`src/rtl/core/assert_macros.svh`:
```
// assertion helpers shared by the rtl
`ifndef ASSERT_MACROS_SVH
`define ASSERT_MACROS_SVH

// same-cycle implication
`define RMAU_ASSERT_IMP(label, clk, rst_n, ante, cons, msg) \
    label: assert property (@(posedge clk) disable iff (!rst_n) (ante) |-> (cons)) \
        else $error(msg);

// next-cycle implication
`define RMAU_ASSERT_NXT(label, clk, rst_n, ante, cons, msg) \
    label: assert property (@(posedge clk) disable iff (!rst_n) (ante) |=> (cons)) \
        else $error(msg);

`endif

```
`src/rtl/core/rmau_pkg.sv`:
```
package rmau_pkg;

    localparam int FIELD_W      = 60;
    localparam int FUNC_W       = 3;
    localparam int ROW_W        = 2;
    localparam int STATUS_W     = 2;
    localparam int EXP_W        = 16;
    localparam int ROW_REGS     = 4;
    localparam int APB_DATA_W   = 64;
    localparam int APB_ADDR_W   = 6;
    localparam int NUM_PRIMES_D = 4;
    localparam int RES_BITS_D   = 60;

    localparam logic [FUNC_W-1:0] FN_ADD = 3'd0;
    localparam logic [FUNC_W-1:0] FN_SUB = 3'd1;
    localparam logic [FUNC_W-1:0] FN_MUL = 3'd2;
    localparam logic [FUNC_W-1:0] FN_DIV = 3'd3;
    localparam logic [FUNC_W-1:0] FN_POW = 3'd4;

    localparam logic [2:0] REG_PRIME0 = 3'd0;
    localparam logic [2:0] REG_PRIME1 = 3'd1;
    localparam logic [2:0] REG_PRIME2 = 3'd2;
    localparam logic [2:0] REG_PRIME3 = 3'd3;
    localparam logic [2:0] REG_EXP    = 3'd4;

    typedef enum logic [STATUS_W-1:0] {
        ST_OK     = 2'd0,
        ST_RANGE  = 2'd1,
        ST_NOINV  = 2'd2,
        ST_BADROW = 2'd3
    } t_status;

    typedef enum logic [2:0] {
        S_IDLE,
        S_CHECK,
        S_MUL,
        S_EUC_CHK,
        S_EUC_DIV,
        S_EUC_UPD,
        S_POW,
        S_DONE
    } t_state;

    // where a finished multiply goes
    typedef enum logic [1:0] {
        MD_FINAL,
        MD_ACC,
        MD_BASE
    } t_mul_dst;

endpackage

```
`src/rtl/core/rmau_in_if.sv`:
```
interface rmau_in_if;
    logic                           valid;
    logic                           ready;
    logic [rmau_pkg::FUNC_W-1:0]    func;
    logic [rmau_pkg::ROW_W-1:0]     row_sel;
    logic [rmau_pkg::FIELD_W-1:0]   residue_a;
    logic [rmau_pkg::FIELD_W-1:0]   operand_b;

    modport source (output valid, func, row_sel, residue_a, operand_b, input ready);
    modport sink   (input valid, func, row_sel, residue_a, operand_b, output ready);
endinterface

```
`src/rtl/core/rmau_out_if.sv`:
```
interface rmau_out_if;
    logic                           valid;
    logic                           ready;
    logic [rmau_pkg::FIELD_W-1:0]   result;
    logic [rmau_pkg::STATUS_W-1:0]  status;

    modport source (output valid, result, status, input ready);
    modport sink   (input valid, result, status, output ready);
endinterface

```
`src/rtl/core/rns_modular_alu_unit.sv`:
```
// add/sub are computed in the check state; multiply runs the bit-serial shift-add loop,
// power runs square-and-multiply over the 16-bit exponent, divide runs euclid steps with
// a restoring division each, after the check and before the final test and final multiply
// one item in flight; the bit-serial shift-add multiplier and restoring divider set the pace
// a new item is taken while a finished result waits in the output register
// reset (synchronous, active low) sets primes to 2, exponent to 1, returns to idle
module rns_modular_alu_unit #(
    parameter int NUM_PRIMES   = rmau_pkg::NUM_PRIMES_D,
    parameter int RESIDUE_BITS = rmau_pkg::RES_BITS_D
) (
    input  logic                              i_clk,
    input  logic                              i_rst_n,
    rmau_in_if.sink                           i_in,
    rmau_out_if.source                        o_out,
    input  logic                              psel,
    input  logic                              penable,
    input  logic                              pwrite,
    input  logic [rmau_pkg::APB_ADDR_W-1:0]   paddr,
    input  logic [rmau_pkg::APB_DATA_W-1:0]   pwdata,
    output logic [rmau_pkg::APB_DATA_W-1:0]   prdata,
    output logic                              pready
);

    localparam int RW = (RESIDUE_BITS < rmau_pkg::FIELD_W) ? RESIDUE_BITS : rmau_pkg::FIELD_W;
    localparam int CW = $clog2(RW + 1);

    function automatic logic [RW-1:0] addm(logic [RW-1:0] x, logic [RW-1:0] y,
                                           logic [RW-1:0] p);
        logic [RW:0] s;
        s = {1'b0, x} + {1'b0, y};
        if (s >= {1'b0, p}) begin
            s = s - {1'b0, p};
        end
        return s[RW-1:0];
    endfunction

    // wraps modulo 2^RW, exact since the true result is below p
    function automatic logic [RW-1:0] subm(logic [RW-1:0] x, logic [RW-1:0] y,
                                           logic [RW-1:0] p);
        logic [RW-1:0] d;
        d = (x >= y) ? (x - y) : (x + p - y);
        return d;
    endfunction

    rmau_pkg::t_state   r_state, n_state;
    rmau_pkg::t_mul_dst r_mdst, n_mdst;
    rmau_pkg::t_status  r_status, n_status;

    logic [RW-1:0]                 r_prime [rmau_pkg::ROW_REGS];
    logic [rmau_pkg::EXP_W-1:0]    r_exp;
    logic [rmau_pkg::FUNC_W-1:0]   r_func, n_func;
    logic [rmau_pkg::ROW_W-1:0]    r_row, n_row;
    logic [RW-1:0]                 r_a, n_a, r_b, n_b, r_p, n_p, r_res, n_res;
    logic [RW-1:0]                 r_r0, n_r0, r_r1, n_r1, r_t0, n_t0, r_t1, n_t1;
    logic [RW-1:0]                 r_m, n_m, r_rem, n_rem, r_dvd, n_dvd;
    logic [RW-1:0]                 r_macc, n_macc, r_md, n_md, r_my, n_my;
    logic [RW-1:0]                 r_pacc, n_pacc, r_pbase, n_pbase;
    logic [rmau_pkg::EXP_W-1:0]    r_e, n_e;
    logic [CW-1:0]                 r_cnt, n_cnt;

    logic                          r_out_valid;
    logic [RW-1:0]                 r_out_result;
    rmau_pkg::t_status             r_out_status;

    logic                          w_in_acc, w_out_free, w_cfg_wr;
    logic [RW-1:0]                 w_p;
    logic                          w_badrow, w_range, w_cnt_zero;
    logic [RW:0]                   w_rem_sh, w_rem_sub;
    logic                          w_qbit;
    logic [RW-1:0]                 w_m2;
    logic [2:0]                    w_reg_idx;

    assign w_in_acc   = i_in.valid && i_in.ready;
    assign w_out_free = !r_out_valid || o_out.ready;
    assign w_cfg_wr   = psel && penable && pwrite && pready;
    assign w_reg_idx  = paddr[5:3];

    assign w_p        = r_prime[r_row];
    assign w_badrow   = (int'(r_row) >= NUM_PRIMES) || (w_p < RW'(2));
    assign w_range    = (r_func > rmau_pkg::FN_POW) || (r_a >= w_p) ||
                        ((r_func != rmau_pkg::FN_POW) && (r_b >= w_p));
    assign w_cnt_zero = (r_cnt == '0);

    // restoring division step and running quotient times t1 mod p
    assign w_rem_sh  = {r_rem, r_dvd[RW-1]};
    assign w_qbit    = (w_rem_sh >= {1'b0, r_r1});
    assign w_rem_sub = w_qbit ? (w_rem_sh - {1'b0, r_r1}) : w_rem_sh;
    assign w_m2      = addm(r_m, r_m, r_p);

    assign i_in.ready   = (r_state == rmau_pkg::S_IDLE);
    assign o_out.valid  = r_out_valid;
    assign o_out.result = rmau_pkg::FIELD_W'(r_out_result);
    assign o_out.status = r_out_status;
    assign pready       = 1'b1;

    always_comb begin
        prdata = '0;
        case (w_reg_idx)
            rmau_pkg::REG_PRIME0: prdata = rmau_pkg::APB_DATA_W'(r_prime[0]);
            rmau_pkg::REG_PRIME1: prdata = rmau_pkg::APB_DATA_W'(r_prime[1]);
            rmau_pkg::REG_PRIME2: prdata = rmau_pkg::APB_DATA_W'(r_prime[2]);
            rmau_pkg::REG_PRIME3: prdata = rmau_pkg::APB_DATA_W'(r_prime[3]);
            rmau_pkg::REG_EXP:    prdata = rmau_pkg::APB_DATA_W'(r_exp);
            default:              prdata = '0;
        endcase
    end

    // next state
    always_comb begin
        n_state = r_state;
        case (r_state)
            rmau_pkg::S_IDLE: begin
                if (w_in_acc) begin
                    n_state = rmau_pkg::S_CHECK;
                end
            end
            rmau_pkg::S_CHECK: begin
                if (w_badrow || w_range) begin
                    n_state = rmau_pkg::S_DONE;
                end else begin
                    case (r_func)
                        rmau_pkg::FN_MUL: n_state = rmau_pkg::S_MUL;
                        rmau_pkg::FN_DIV: n_state = rmau_pkg::S_EUC_CHK;
                        rmau_pkg::FN_POW: n_state = rmau_pkg::S_POW;
                        default:          n_state = rmau_pkg::S_DONE;
                    endcase
                end
            end
            rmau_pkg::S_MUL: begin
                if (w_cnt_zero) begin
                    case (r_mdst)
                        rmau_pkg::MD_FINAL: n_state = rmau_pkg::S_DONE;
                        rmau_pkg::MD_ACC:   n_state = rmau_pkg::S_MUL;
                        default:            n_state = rmau_pkg::S_POW;
                    endcase
                end
            end
            rmau_pkg::S_EUC_CHK: begin
                if (r_r1 != '0) begin
                    n_state = rmau_pkg::S_EUC_DIV;
                end else if (r_r0 != RW'(1)) begin
                    n_state = rmau_pkg::S_DONE;
                end else begin
                    n_state = rmau_pkg::S_MUL;
                end
            end
            rmau_pkg::S_EUC_DIV: begin
                if (w_cnt_zero) begin
                    n_state = rmau_pkg::S_EUC_UPD;
                end
            end
            rmau_pkg::S_EUC_UPD: n_state = rmau_pkg::S_EUC_CHK;
            rmau_pkg::S_POW: begin
                if (r_e == '0) begin
                    n_state = rmau_pkg::S_DONE;
                end else begin
                    n_state = rmau_pkg::S_MUL;
                end
            end
            rmau_pkg::S_DONE: begin
                if (w_out_free) begin
                    n_state = rmau_pkg::S_IDLE;
                end
            end
            default: n_state = rmau_pkg::S_IDLE;
        endcase
    end

    // datapath
    always_comb begin
        n_func   = r_func;
        n_row    = r_row;
        n_a      = r_a;
        n_b      = r_b;
        n_p      = r_p;
        n_res    = r_res;
        n_status = r_status;
        n_r0     = r_r0;
        n_r1     = r_r1;
        n_t0     = r_t0;
        n_t1     = r_t1;
        n_m      = r_m;
        n_rem    = r_rem;
        n_dvd    = r_dvd;
        n_macc   = r_macc;
        n_md     = r_md;
        n_my     = r_my;
        n_mdst   = r_mdst;
        n_pacc   = r_pacc;
        n_pbase  = r_pbase;
        n_e      = r_e;
        n_cnt    = r_cnt;
        case (r_state)
            rmau_pkg::S_IDLE: begin
                if (w_in_acc) begin
                    n_func = i_in.func;
                    n_row  = i_in.row_sel;
                    n_a    = i_in.residue_a[RW-1:0];
                    n_b    = i_in.operand_b[RW-1:0];
                end
            end
            rmau_pkg::S_CHECK: begin
                n_p      = w_p;
                n_res    = '0;
                n_status = rmau_pkg::ST_OK;
                if (w_badrow) begin
                    n_status = rmau_pkg::ST_BADROW;
                end else if (w_range) begin
                    n_status = rmau_pkg::ST_RANGE;
                end else begin
                    case (r_func)
                        rmau_pkg::FN_ADD: n_res = addm(r_a, r_b, w_p);
                        rmau_pkg::FN_SUB: n_res = subm(r_a, r_b, w_p);
                        rmau_pkg::FN_MUL: begin
                            n_macc = '0;
                            n_md   = r_a;
                            n_my   = r_b;
                            n_cnt  = CW'(RW);
                            n_mdst = rmau_pkg::MD_FINAL;
                        end
                        rmau_pkg::FN_DIV: begin
                            n_r0 = w_p;
                            n_r1 = r_b;
                            n_t0 = '0;
                            n_t1 = RW'(1);
                        end
                        default: begin
                            n_pacc  = RW'(1);
                            n_pbase = r_a;
                            n_e     = r_exp;
                        end
                    endcase
                end
            end
            rmau_pkg::S_MUL: begin
                if (!w_cnt_zero) begin
                    if (r_my[0]) begin
                        n_macc = addm(r_macc, r_md, r_p);
                    end
                    n_md  = addm(r_md, r_md, r_p);
                    n_my  = r_my >> 1;
                    n_cnt = r_cnt - CW'(1);
                end else begin
                    case (r_mdst)
                        rmau_pkg::MD_FINAL: n_res = r_macc;
                        rmau_pkg::MD_ACC: begin
                            // accumulator done, now square the base
                            n_pacc = r_macc;
                            n_macc = '0;
                            n_md   = r_pbase;
                            n_my   = r_pbase;
                            n_cnt  = CW'(RW);
                            n_mdst = rmau_pkg::MD_BASE;
                        end
                        default: begin
                            n_pbase = r_macc;
                            n_e     = r_e >> 1;
                        end
                    endcase
                end
            end
            rmau_pkg::S_EUC_CHK: begin
                if (r_r1 != '0) begin
                    n_rem = '0;
                    n_dvd = r_r0;
                    n_m   = '0;
                    n_cnt = CW'(RW);
                end else if (r_r0 != RW'(1)) begin
                    n_status = rmau_pkg::ST_NOINV;
                end else begin
                    n_macc = '0;
                    n_md   = r_a;
                    n_my   = r_t0;
                    n_cnt  = CW'(RW);
                    n_mdst = rmau_pkg::MD_FINAL;
                end
            end
            rmau_pkg::S_EUC_DIV: begin
                if (!w_cnt_zero) begin
                    n_rem = w_rem_sub[RW-1:0];
                    n_dvd = r_dvd << 1;
                    n_m   = w_qbit ? addm(w_m2, r_t1, r_p) : w_m2;
                    n_cnt = r_cnt - CW'(1);
                end
            end
            rmau_pkg::S_EUC_UPD: begin
                n_r0 = r_r1;
                n_r1 = r_rem;
                n_t0 = r_t1;
                n_t1 = subm(r_t0, r_m, r_p);
            end
            rmau_pkg::S_POW: begin
                if (r_e == '0) begin
                    n_res = r_pacc;
                end else begin
                    n_macc = '0;
                    n_cnt  = CW'(RW);
                    n_md   = r_e[0] ? r_pacc : r_pbase;
                    n_my   = r_pbase;
                    n_mdst = r_e[0] ? rmau_pkg::MD_ACC : rmau_pkg::MD_BASE;
                end
            end
            default: begin
            end
        endcase
    end

    always_ff @(posedge i_clk) begin
        if (!i_rst_n) begin
            r_state     <= rmau_pkg::S_IDLE;
            r_out_valid <= 1'b0;
            for (int i = 0; i < rmau_pkg::ROW_REGS; i++) begin
                r_prime[i] <= RW'(2);
            end
            r_exp       <= rmau_pkg::EXP_W'(1);
        end else begin
            r_state <= n_state;
            if (r_state == rmau_pkg::S_DONE && w_out_free) begin
                r_out_valid <= 1'b1;
            end else if (o_out.ready) begin
                r_out_valid <= 1'b0;
            end
            if (w_cfg_wr) begin
                case (w_reg_idx)
                    rmau_pkg::REG_PRIME0: r_prime[0] <= pwdata[RW-1:0];
                    rmau_pkg::REG_PRIME1: r_prime[1] <= pwdata[RW-1:0];
                    rmau_pkg::REG_PRIME2: r_prime[2] <= pwdata[RW-1:0];
                    rmau_pkg::REG_PRIME3: r_prime[3] <= pwdata[RW-1:0];
                    rmau_pkg::REG_EXP:    r_exp <= pwdata[rmau_pkg::EXP_W-1:0];
                    default: begin
                    end
                endcase
            end
        end
    end

    always_ff @(posedge i_clk) begin
        r_func   <= n_func;
        r_row    <= n_row;
        r_a      <= n_a;
        r_b      <= n_b;
        r_p      <= n_p;
        r_res    <= n_res;
        r_status <= n_status;
        r_r0     <= n_r0;
        r_r1     <= n_r1;
        r_t0     <= n_t0;
        r_t1     <= n_t1;
        r_m      <= n_m;
        r_rem    <= n_rem;
        r_dvd    <= n_dvd;
        r_macc   <= n_macc;
        r_md     <= n_md;
        r_my     <= n_my;
        r_mdst   <= n_mdst;
        r_pacc   <= n_pacc;
        r_pbase  <= n_pbase;
        r_e      <= n_e;
        r_cnt    <= n_cnt;
        if (r_state == rmau_pkg::S_DONE && w_out_free) begin
            r_out_result <= (r_status == rmau_pkg::ST_OK) ? r_res : '0;
            r_out_status <= r_status;
        end
    end

`include "assert_macros.svh"

    `RMAU_ASSERT_NXT(a_accept_to_check, i_clk, i_rst_n, w_in_acc, r_state == rmau_pkg::S_CHECK, "accepted item did not enter check")
    `RMAU_ASSERT_NXT(a_done_loads_out, i_clk, i_rst_n, (r_state == rmau_pkg::S_DONE) && !r_out_valid, r_out_valid, "finished item not presented")
    `RMAU_ASSERT_IMP(a_err_zero_result, i_clk, i_rst_n, r_out_valid && (r_out_status != rmau_pkg::ST_OK), r_out_result == '0, "error item carries nonzero result")
    `RMAU_ASSERT_IMP(a_div_rem_bound, i_clk, i_rst_n, r_state == rmau_pkg::S_EUC_DIV, (r_rem < r_r1) && (r_m < r_p), "divider remainder out of bound")
    `RMAU_ASSERT_IMP(a_mul_bound, i_clk, i_rst_n, r_state == rmau_pkg::S_MUL, (r_macc < r_p) && (r_md < r_p), "multiplier operand not reduced")

endmodule
```
`src/flat_wrapper.sv`:
```
// flat-port wrapper written by rule: the top's interface ports become plain ports
module rns_modular_alu_unit_flat 
#(
    parameter int NUM_PRIMES   = rmau_pkg::NUM_PRIMES_D,
    parameter int RESIDUE_BITS = rmau_pkg::RES_BITS_D
)
  (i_clk, i_rst_n, psel, penable, pwrite, paddr, pwdata, prdata, pready, i_in_valid, i_in_func, i_in_row_sel, i_in_residue_a, i_in_operand_b, i_in_ready, o_out_valid, o_out_result, o_out_status, o_out_ready);
  rmau_in_if i_in_i ();
  rmau_out_if o_out_i ();
  input  logic i_clk;
  input  logic i_rst_n;
  input  logic psel;
  input  logic penable;
  input  logic pwrite;
  input  logic [rmau_pkg::APB_ADDR_W-1:0] paddr;
  input  logic [rmau_pkg::APB_DATA_W-1:0] pwdata;
  output logic [rmau_pkg::APB_DATA_W-1:0] prdata;
  output logic pready;
  input wire logic [$bits(i_in_i.valid)-1:0] i_in_valid;
  input wire logic [$bits(i_in_i.func)-1:0] i_in_func;
  input wire logic [$bits(i_in_i.row_sel)-1:0] i_in_row_sel;
  input wire logic [$bits(i_in_i.residue_a)-1:0] i_in_residue_a;
  input wire logic [$bits(i_in_i.operand_b)-1:0] i_in_operand_b;
  output wire logic [$bits(i_in_i.ready)-1:0] i_in_ready;
  output wire logic [$bits(o_out_i.valid)-1:0] o_out_valid;
  output wire logic [$bits(o_out_i.result)-1:0] o_out_result;
  output wire logic [$bits(o_out_i.status)-1:0] o_out_status;
  input wire logic [$bits(o_out_i.ready)-1:0] o_out_ready;
  assign i_in_i.valid = i_in_valid;
  assign i_in_i.func = i_in_func;
  assign i_in_i.row_sel = i_in_row_sel;
  assign i_in_i.residue_a = i_in_residue_a;
  assign i_in_i.operand_b = i_in_operand_b;
  assign i_in_ready = i_in_i.ready;
  assign o_out_valid = o_out_i.valid;
  assign o_out_result = o_out_i.result;
  assign o_out_status = o_out_i.status;
  assign o_out_i.ready = o_out_ready;
  rns_modular_alu_unit #(.NUM_PRIMES(NUM_PRIMES), .RESIDUE_BITS(RESIDUE_BITS)) u_core (.i_clk(i_clk), .i_rst_n(i_rst_n), .i_in(i_in_i), .o_out(o_out_i), .psel(psel), .penable(penable), .pwrite(pwrite), .paddr(paddr), .pwdata(pwdata), .prdata(prdata), .pready(pready));
endmodule
```
`config.mk`:
```
export PLATFORM = sky130hd
export DESIGN_NAME = rns_modular_alu_unit_flat
export DESIGN_NICKNAME = d
export VERILOG_FILES = /design/src/rtl/core/rmau_pkg.sv /design/src/rtl/core/rmau_in_if.sv /design/src/rtl/core/rmau_out_if.sv /design/src/rtl/core/rns_modular_alu_unit.sv /design/src/flat_wrapper.sv
export VERILOG_INCLUDE_DIRS = /design/src /design/src/rtl/core
export SDC_FILE = /design/constraint.sdc
export NUM_CORES = 2
export LEC_CHECK = 0
export BUFFER_PORTS_ARGS = -buffer_cell sky130_fd_sc_hd__buf_2
export CAP_MARGIN = 20
export CELL_PAD_IN_SITES_DETAIL_PLACEMENT = 0
export CELL_PAD_IN_SITES_GLOBAL_PLACEMENT = 1
export CORE_UTILIZATION = 50
export CTS_CLUSTER_SIZE = 28
export DETAILED_ROUTE_END_ITERATION = 8
export PLACE_DENSITY = 0.85
export SYNTH_ARGS = -nofsm -noshare
export SYNTH_HDL_FRONTEND = slang
export SYNTH_SLANG_ARGS = --single-unit
```
`constraint.sdc`:
```
create_clock -name i_clk -period 17.3 [get_ports i_clk]
set_input_delay 4.325 -clock i_clk [delete_from_list [all_inputs] [get_ports i_clk]]
set_output_delay 4.325 -clock i_clk [all_outputs]
set_load 0.005 [all_outputs]
```
==> results <==
- The worst register-to-register path begins at u_core.r_p[10]$_DFFE_PP_.
- Clock skew on the completed layout was measured at 95.7 ps.
- Yosys attributes the largest share of cell area to sky130_fd_sc_hd__edfxtp_1, sky130_fd_sc_hd__ha_1, sky130_fd_sc_hd__a21oi_1.
- The register with the most flip-flops is u_core.r_prime.
- The class of the most critical hold timing path is reg2reg.
- The first global-routing pass estimated 733 mm of wire.
- The count of pins on the block boundary is 331.
- The kind of critical path is reg2reg.
- The initial antenna violation count is 103.
- The detailed-routing iteration count for the pre-antenna-repair pass is 8.
- After global routing the overflow that remains totals 0.
- Entering global routing, the biggest net connects 195 pins.
- The post-synthesis register bit count is 1315.
- The highest-utilization routing layer at the global route stage is met2.
- Synthesis produced a netlist whose cell count is 12500.
- At the end of routability-driven placement, the weighted congestion stood at 1.09.
- The number of distinct library cells after synthesis is 115.
- The path depth of the worst reg2reg path is 38.
- The worst register-to-register path has a setup slack of 4740 ps.
- The met2 routing resource usage after global routing is 64.0%.
- The initial standard-cell utilization of the core is 50.5%.
- The delay of the slowest critical-path stage is 700 ps.
- The die is 476 um wide.
- For this run, global-route usage on met3 was measured as 13.5%.
- After detailed routing, the average wire length per cell comes to 33.5 um.
- Setup total negative slack on the finished layout was measured at 0 ps.
- After detailed routing, the number of vias per cell comes to 6.80.
- The number of slew-limit violations in the final report is 2.
- In the final design database the tool counted 13800 nets.
- The checks that failed: capacitance limit, slew limit.
- Summing over every cut layer, the via total after detailed routing is 107000.
- The arrival time of data at the critical path endpoint is 13110 ps.
- Setup violations remaining at the end of the flow were counted as 0.
- The measured slew at the worst slew-check pin is 1520 ps.
- The die area is 0.227 mm^2.
- The multi-input combinational cells in the finished layout cover a total of 0.0675 mm^2.
- The insertion delay of the later-clocked pin in the worst-skew pair is 910 ps.
- The largest fanout on the critical path is 64.
- The count of nets left with antenna violations once routing finished came out at 0.
- For this run, the total global-route usage over all layers was measured as 44.9%.
- The global-route met1 utilization is 57.8%.
- TritonCTS built the clock tree.
- The clock period minus worst slack is 12560 ps.
- Among all stages on the critical path, the largest delay is contributed by sky130_fd_sc_hd__o311ai_0.
- The share of the Yosys chip area taken by registers is 34.9%.
- The post-synthesis area per instance is 9.00 um^2.
- Cells with a size suffix above 1 make up 9.02% of the layout.
- The most common cell type on the critical path is sky130_fd_sc_hd__a21oi_1.
- The number of synthesis warnings is 0.
- The proportion of netlist area held by the largest area contributor is 34.5%.
- The die is 476 um tall.
- The sink count of the clock tree is 1315.
- The tightest hold path in the finished design has a slack of 479 ps.
- The sum of net half-perimeters after detailed placement is 412 mm.
- The final routed DRC violation total is 0.
- In this run the critical register-to-register path is captured at u_core.r_m[10]$_SDFFCE_PN0P_.
- The floorplan row count is 173.
- The master cell of the clock root buffer is sky130_fd_sc_hd__clkbuf_16.
- For this run, the top clock speed supported by timing is 79.6 MHz.
- The worst hold path terminates at u_core.o_out.result[27]$_SDFFCE_PP0P_.
- The wire length reported by the detailed router is 528 mm.
- The post-CTS setup repair buffer count is 0.
- The number of instances on the worst hold path is 1.
- The tool flagged a number of max-cap violations equal to 1.
- The share of flip-flops with an asynchronous set or reset is 0%.
- STA classifies the critical path startpoint as a flop.
- The number of hold violations in the final report is 0.
- In this run, the number of DRC markers left after iteration 0 of detailed routing was 15800.
- Of all cell types, the one taking the most synthesized area is sky130_fd_sc_hd__edfxtp_1.
- The flow ran to the end, but the final reports show violations.
- The number of synthesized flops with an enable pin is 1293.
- In this run the number of H-tree levels came out at 4.
- In this run the most critical hold path is launched from u_core.r_res[27]$_DFFE_PP_.
- The count of buffers from port buffering is 318.
- The endpoint type of the worst setup path is a flop.
- The number of gates given a new drive strength after cts is 0.
- The area growth from synthesis to layout is 9.14%.
- The maximum count of clock buffers along a single path is 3.
- The number of CTS-inserted buffers is 151.
- Setup repair after global routing left no endpoint under its margin.
- After synthesis the cells add up to 0.113 mm^2.
- Clock-pin slew was measured on the worst setup and hold paths at 60 ps.
- The hold buffer count at CTS is 0.
- The final instance area is 0.123 mm^2.
- The sequential cells in the finished layout cover a total of 0.0393 mm^2.
- After layout, the worst path uses 72.6% of the clock period.
- The via count of the first global-routing pass is 99300.
- Measured against its own limit, the worst slew margin works out to -2.15%.
- The data required time of the critical path is 17860 ps.
- The layout filler cell count is 20000.
- The core region is 0.223 mm^2.
- The total cell area at the placement stage is 0.117 mm^2.
- The top flip-flop cell by instance count after synthesis is sky130_fd_sc_hd__edfxtp_1.
- The flip-flop count of the largest register, all copies and words added is 240.
[logic make-up after synthesis]
logic type / count (synthesis) / synth area share, %
compound gates: 3773 / 21.3
simple gates: 3773 / 16.2
buf+inv: 1563 / 5.44
flops: 1315 / 34.9
fa+ha+maj: 1030 / 12.3
xor+xnor: 691 / 5.38
mux: 353 / 4.44
other cells: 2 / 0.00667
[worst max path at each step]
stage	cells after the start	endpoint	start	slack, ps
after floorplan	7	u_core.r_dvd[0]$_SDFFCE_PP0P_	u_core.r_cnt[0]$_DFFE_PP_	2530
after global placement	37	u_core.r_m[5]$_SDFFCE_PN0P_	u_core.r_p[1]$_DFFE_PP_	5290
after detailed placement	38	u_core.r_m[10]$_SDFFCE_PN0P_	u_core.r_p[1]$_DFFE_PP_	5230
after CTS	38	u_core.r_m[11]$_SDFFCE_PN0P_	u_core.r_p[1]$_DFFE_PP_	5170
after global routing	38	u_core.r_m[11]$_SDFFCE_PN0P_	u_core.r_p[1]$_DFFE_PP_	4170
final	38	u_core.r_m[10]$_SDFFCE_PN0P_	u_core.r_p[10]$_DFFE_PP_	4740
[worst max-delay path: cells and delay by family, from the launching register on]
family                     cells  cell delay, ps
AOI/OAI and AO/OA             18            6070
adders and majority gates      3            1070
xor gates and xnor gates       1             260
buffers and inverters          3            1540
and+or+nand+nor               13            2900
DFF                            1             360
[per-stage QoR]
step,cells,worst slack [ps],utilization (%)
final,15800,4740,55.1
after global routing,15700,4170,55.0
after CTS,15700,5170,55.0
after detailed placement,15400,5230,52.6
after global placement,15400,5290,52.6
after floorplan,12500,2530,-
[synth_stat cells, types with 24 or more instances]
master                      instances
sky130_fd_sc_hd__nand3_1          244
sky130_fd_sc_hd__a21oi_1         1150
sky130_fd_sc_hd__nor3_1           178
sky130_fd_sc_hd__o21bai_1         164
sky130_fd_sc_hd__inv_1            935
sky130_fd_sc_hd__and2_1           469
sky130_fd_sc_hd__a22oi_1           52
sky130_fd_sc_hd__a211oi_1          94
sky130_fd_sc_hd__xnor2_1          469
sky130_fd_sc_hd__o21ai_0          736
sky130_fd_sc_hd__nand4_1          191
sky130_fd_sc_hd__o21a_1           105
sky130_fd_sc_hd__a21boi_0          45
sky130_fd_sc_hd__or4_1             25
sky130_fd_sc_hd__o211ai_1          95
sky130_fd_sc_hd__a222oi_1          24
sky130_fd_sc_hd__a41oi_1           24
sky130_fd_sc_hd__a221oi_1          55
sky130_fd_sc_hd__buf_1             33
sky130_fd_sc_hd__buf_2             67
sky130_fd_sc_hd__and3_1            78
sky130_fd_sc_hd__nor2_1           744
sky130_fd_sc_hd__ha_1             901
sky130_fd_sc_hd__nand2b_1          99
sky130_fd_sc_hd__mux4_2           104
sky130_fd_sc_hd__o221ai_1          24
sky130_fd_sc_hd__o31ai_1           67
sky130_fd_sc_hd__nor4_1            97
sky130_fd_sc_hd__or2_2             30
sky130_fd_sc_hd__o31a_1            29
sky130_fd_sc_hd__fa_1             129
sky130_fd_sc_hd__nor2b_1          169
sky130_fd_sc_hd__o22ai_1          112
sky130_fd_sc_hd__buf_4             24
sky130_fd_sc_hd__mux2_2           124
sky130_fd_sc_hd__a21o_1           497
sky130_fd_sc_hd__xor2_1           222
sky130_fd_sc_hd__a31oi_1          198
sky130_fd_sc_hd__a2111oi_0         27
sky130_fd_sc_hd__clkbuf_1         488
sky130_fd_sc_hd__edfxtp_1        1293
sky130_fd_sc_hd__nand2_1         1290
sky130_fd_sc_hd__mux2i_1          124
sky130_fd_sc_hd__or3_1             63
sky130_fd_sc_hd__a211o_1           27
[cells in the final DEF, fill, tap and decap left out, types with 129 or more instances in the layout]
| cell | Yosys | layout |
|---|---|---|
| sky130_fd_sc_hd__and2_1 | 469 | 466 |
| sky130_fd_sc_hd__a31oi_1 | 198 | 198 |
| sky130_fd_sc_hd__xnor2_1 | 469 | 469 |
| sky130_fd_sc_hd__nor2_1 | 744 | 729 |
| sky130_fd_sc_hd__fa_1 | 129 | 129 |
| sky130_fd_sc_hd__a21o_1 | 497 | 497 |
| sky130_fd_sc_hd__buf_4 | 24 | 214 |
| sky130_fd_sc_hd__buf_2 | 67 | 317 |
| sky130_fd_sc_hd__o21ai_0 | 736 | 731 |
| sky130_fd_sc_hd__ha_1 | 901 | 901 |
| sky130_fd_sc_hd__inv_1 | 935 | 934 |
| sky130_fd_sc_hd__o21bai_1 | 164 | 163 |
| sky130_fd_sc_hd__nand2_1 | 1290 | 1286 |
| sky130_fd_sc_hd__clkbuf_16 | 0 | 151 |
| sky130_fd_sc_hd__nor3_1 | 178 | 176 |
| sky130_fd_sc_hd__xor2_1 | 222 | 222 |
| sky130_fd_sc_hd__a21oi_1 | 1150 | 1145 |
| sky130_fd_sc_hd__nor2b_1 | 169 | 168 |
| sky130_fd_sc_hd__nand4_1 | 191 | 191 |
| sky130_fd_sc_hd__nand3_1 | 244 | 243 |
| sky130_fd_sc_hd__edfxtp_1 | 1293 | 1293 |
[cell type report]
type / instances / share of cell area (%)
clock inverter: 102 / 1.10
timing repair buffer: 540 / 2.70
clock buffer: 178 / 3.18
multi-input combinational: 9625 / 55.0
sequential: 1315 / 32.0
antenna: 88 / 0.179
inverter: 939 / 2.87
tap: 2975 / 3.03
[per-layer routing]
layer,wire length (um),share of wire (%)
met1,201000,38
met4,43300,8.2
met5,339,0.064
met2,218000,41
met3,66100,13
Power is left out: the tool's default activity adds up to more than one toggle a clock period on the data nets, which glitch-free logic cannot reach.
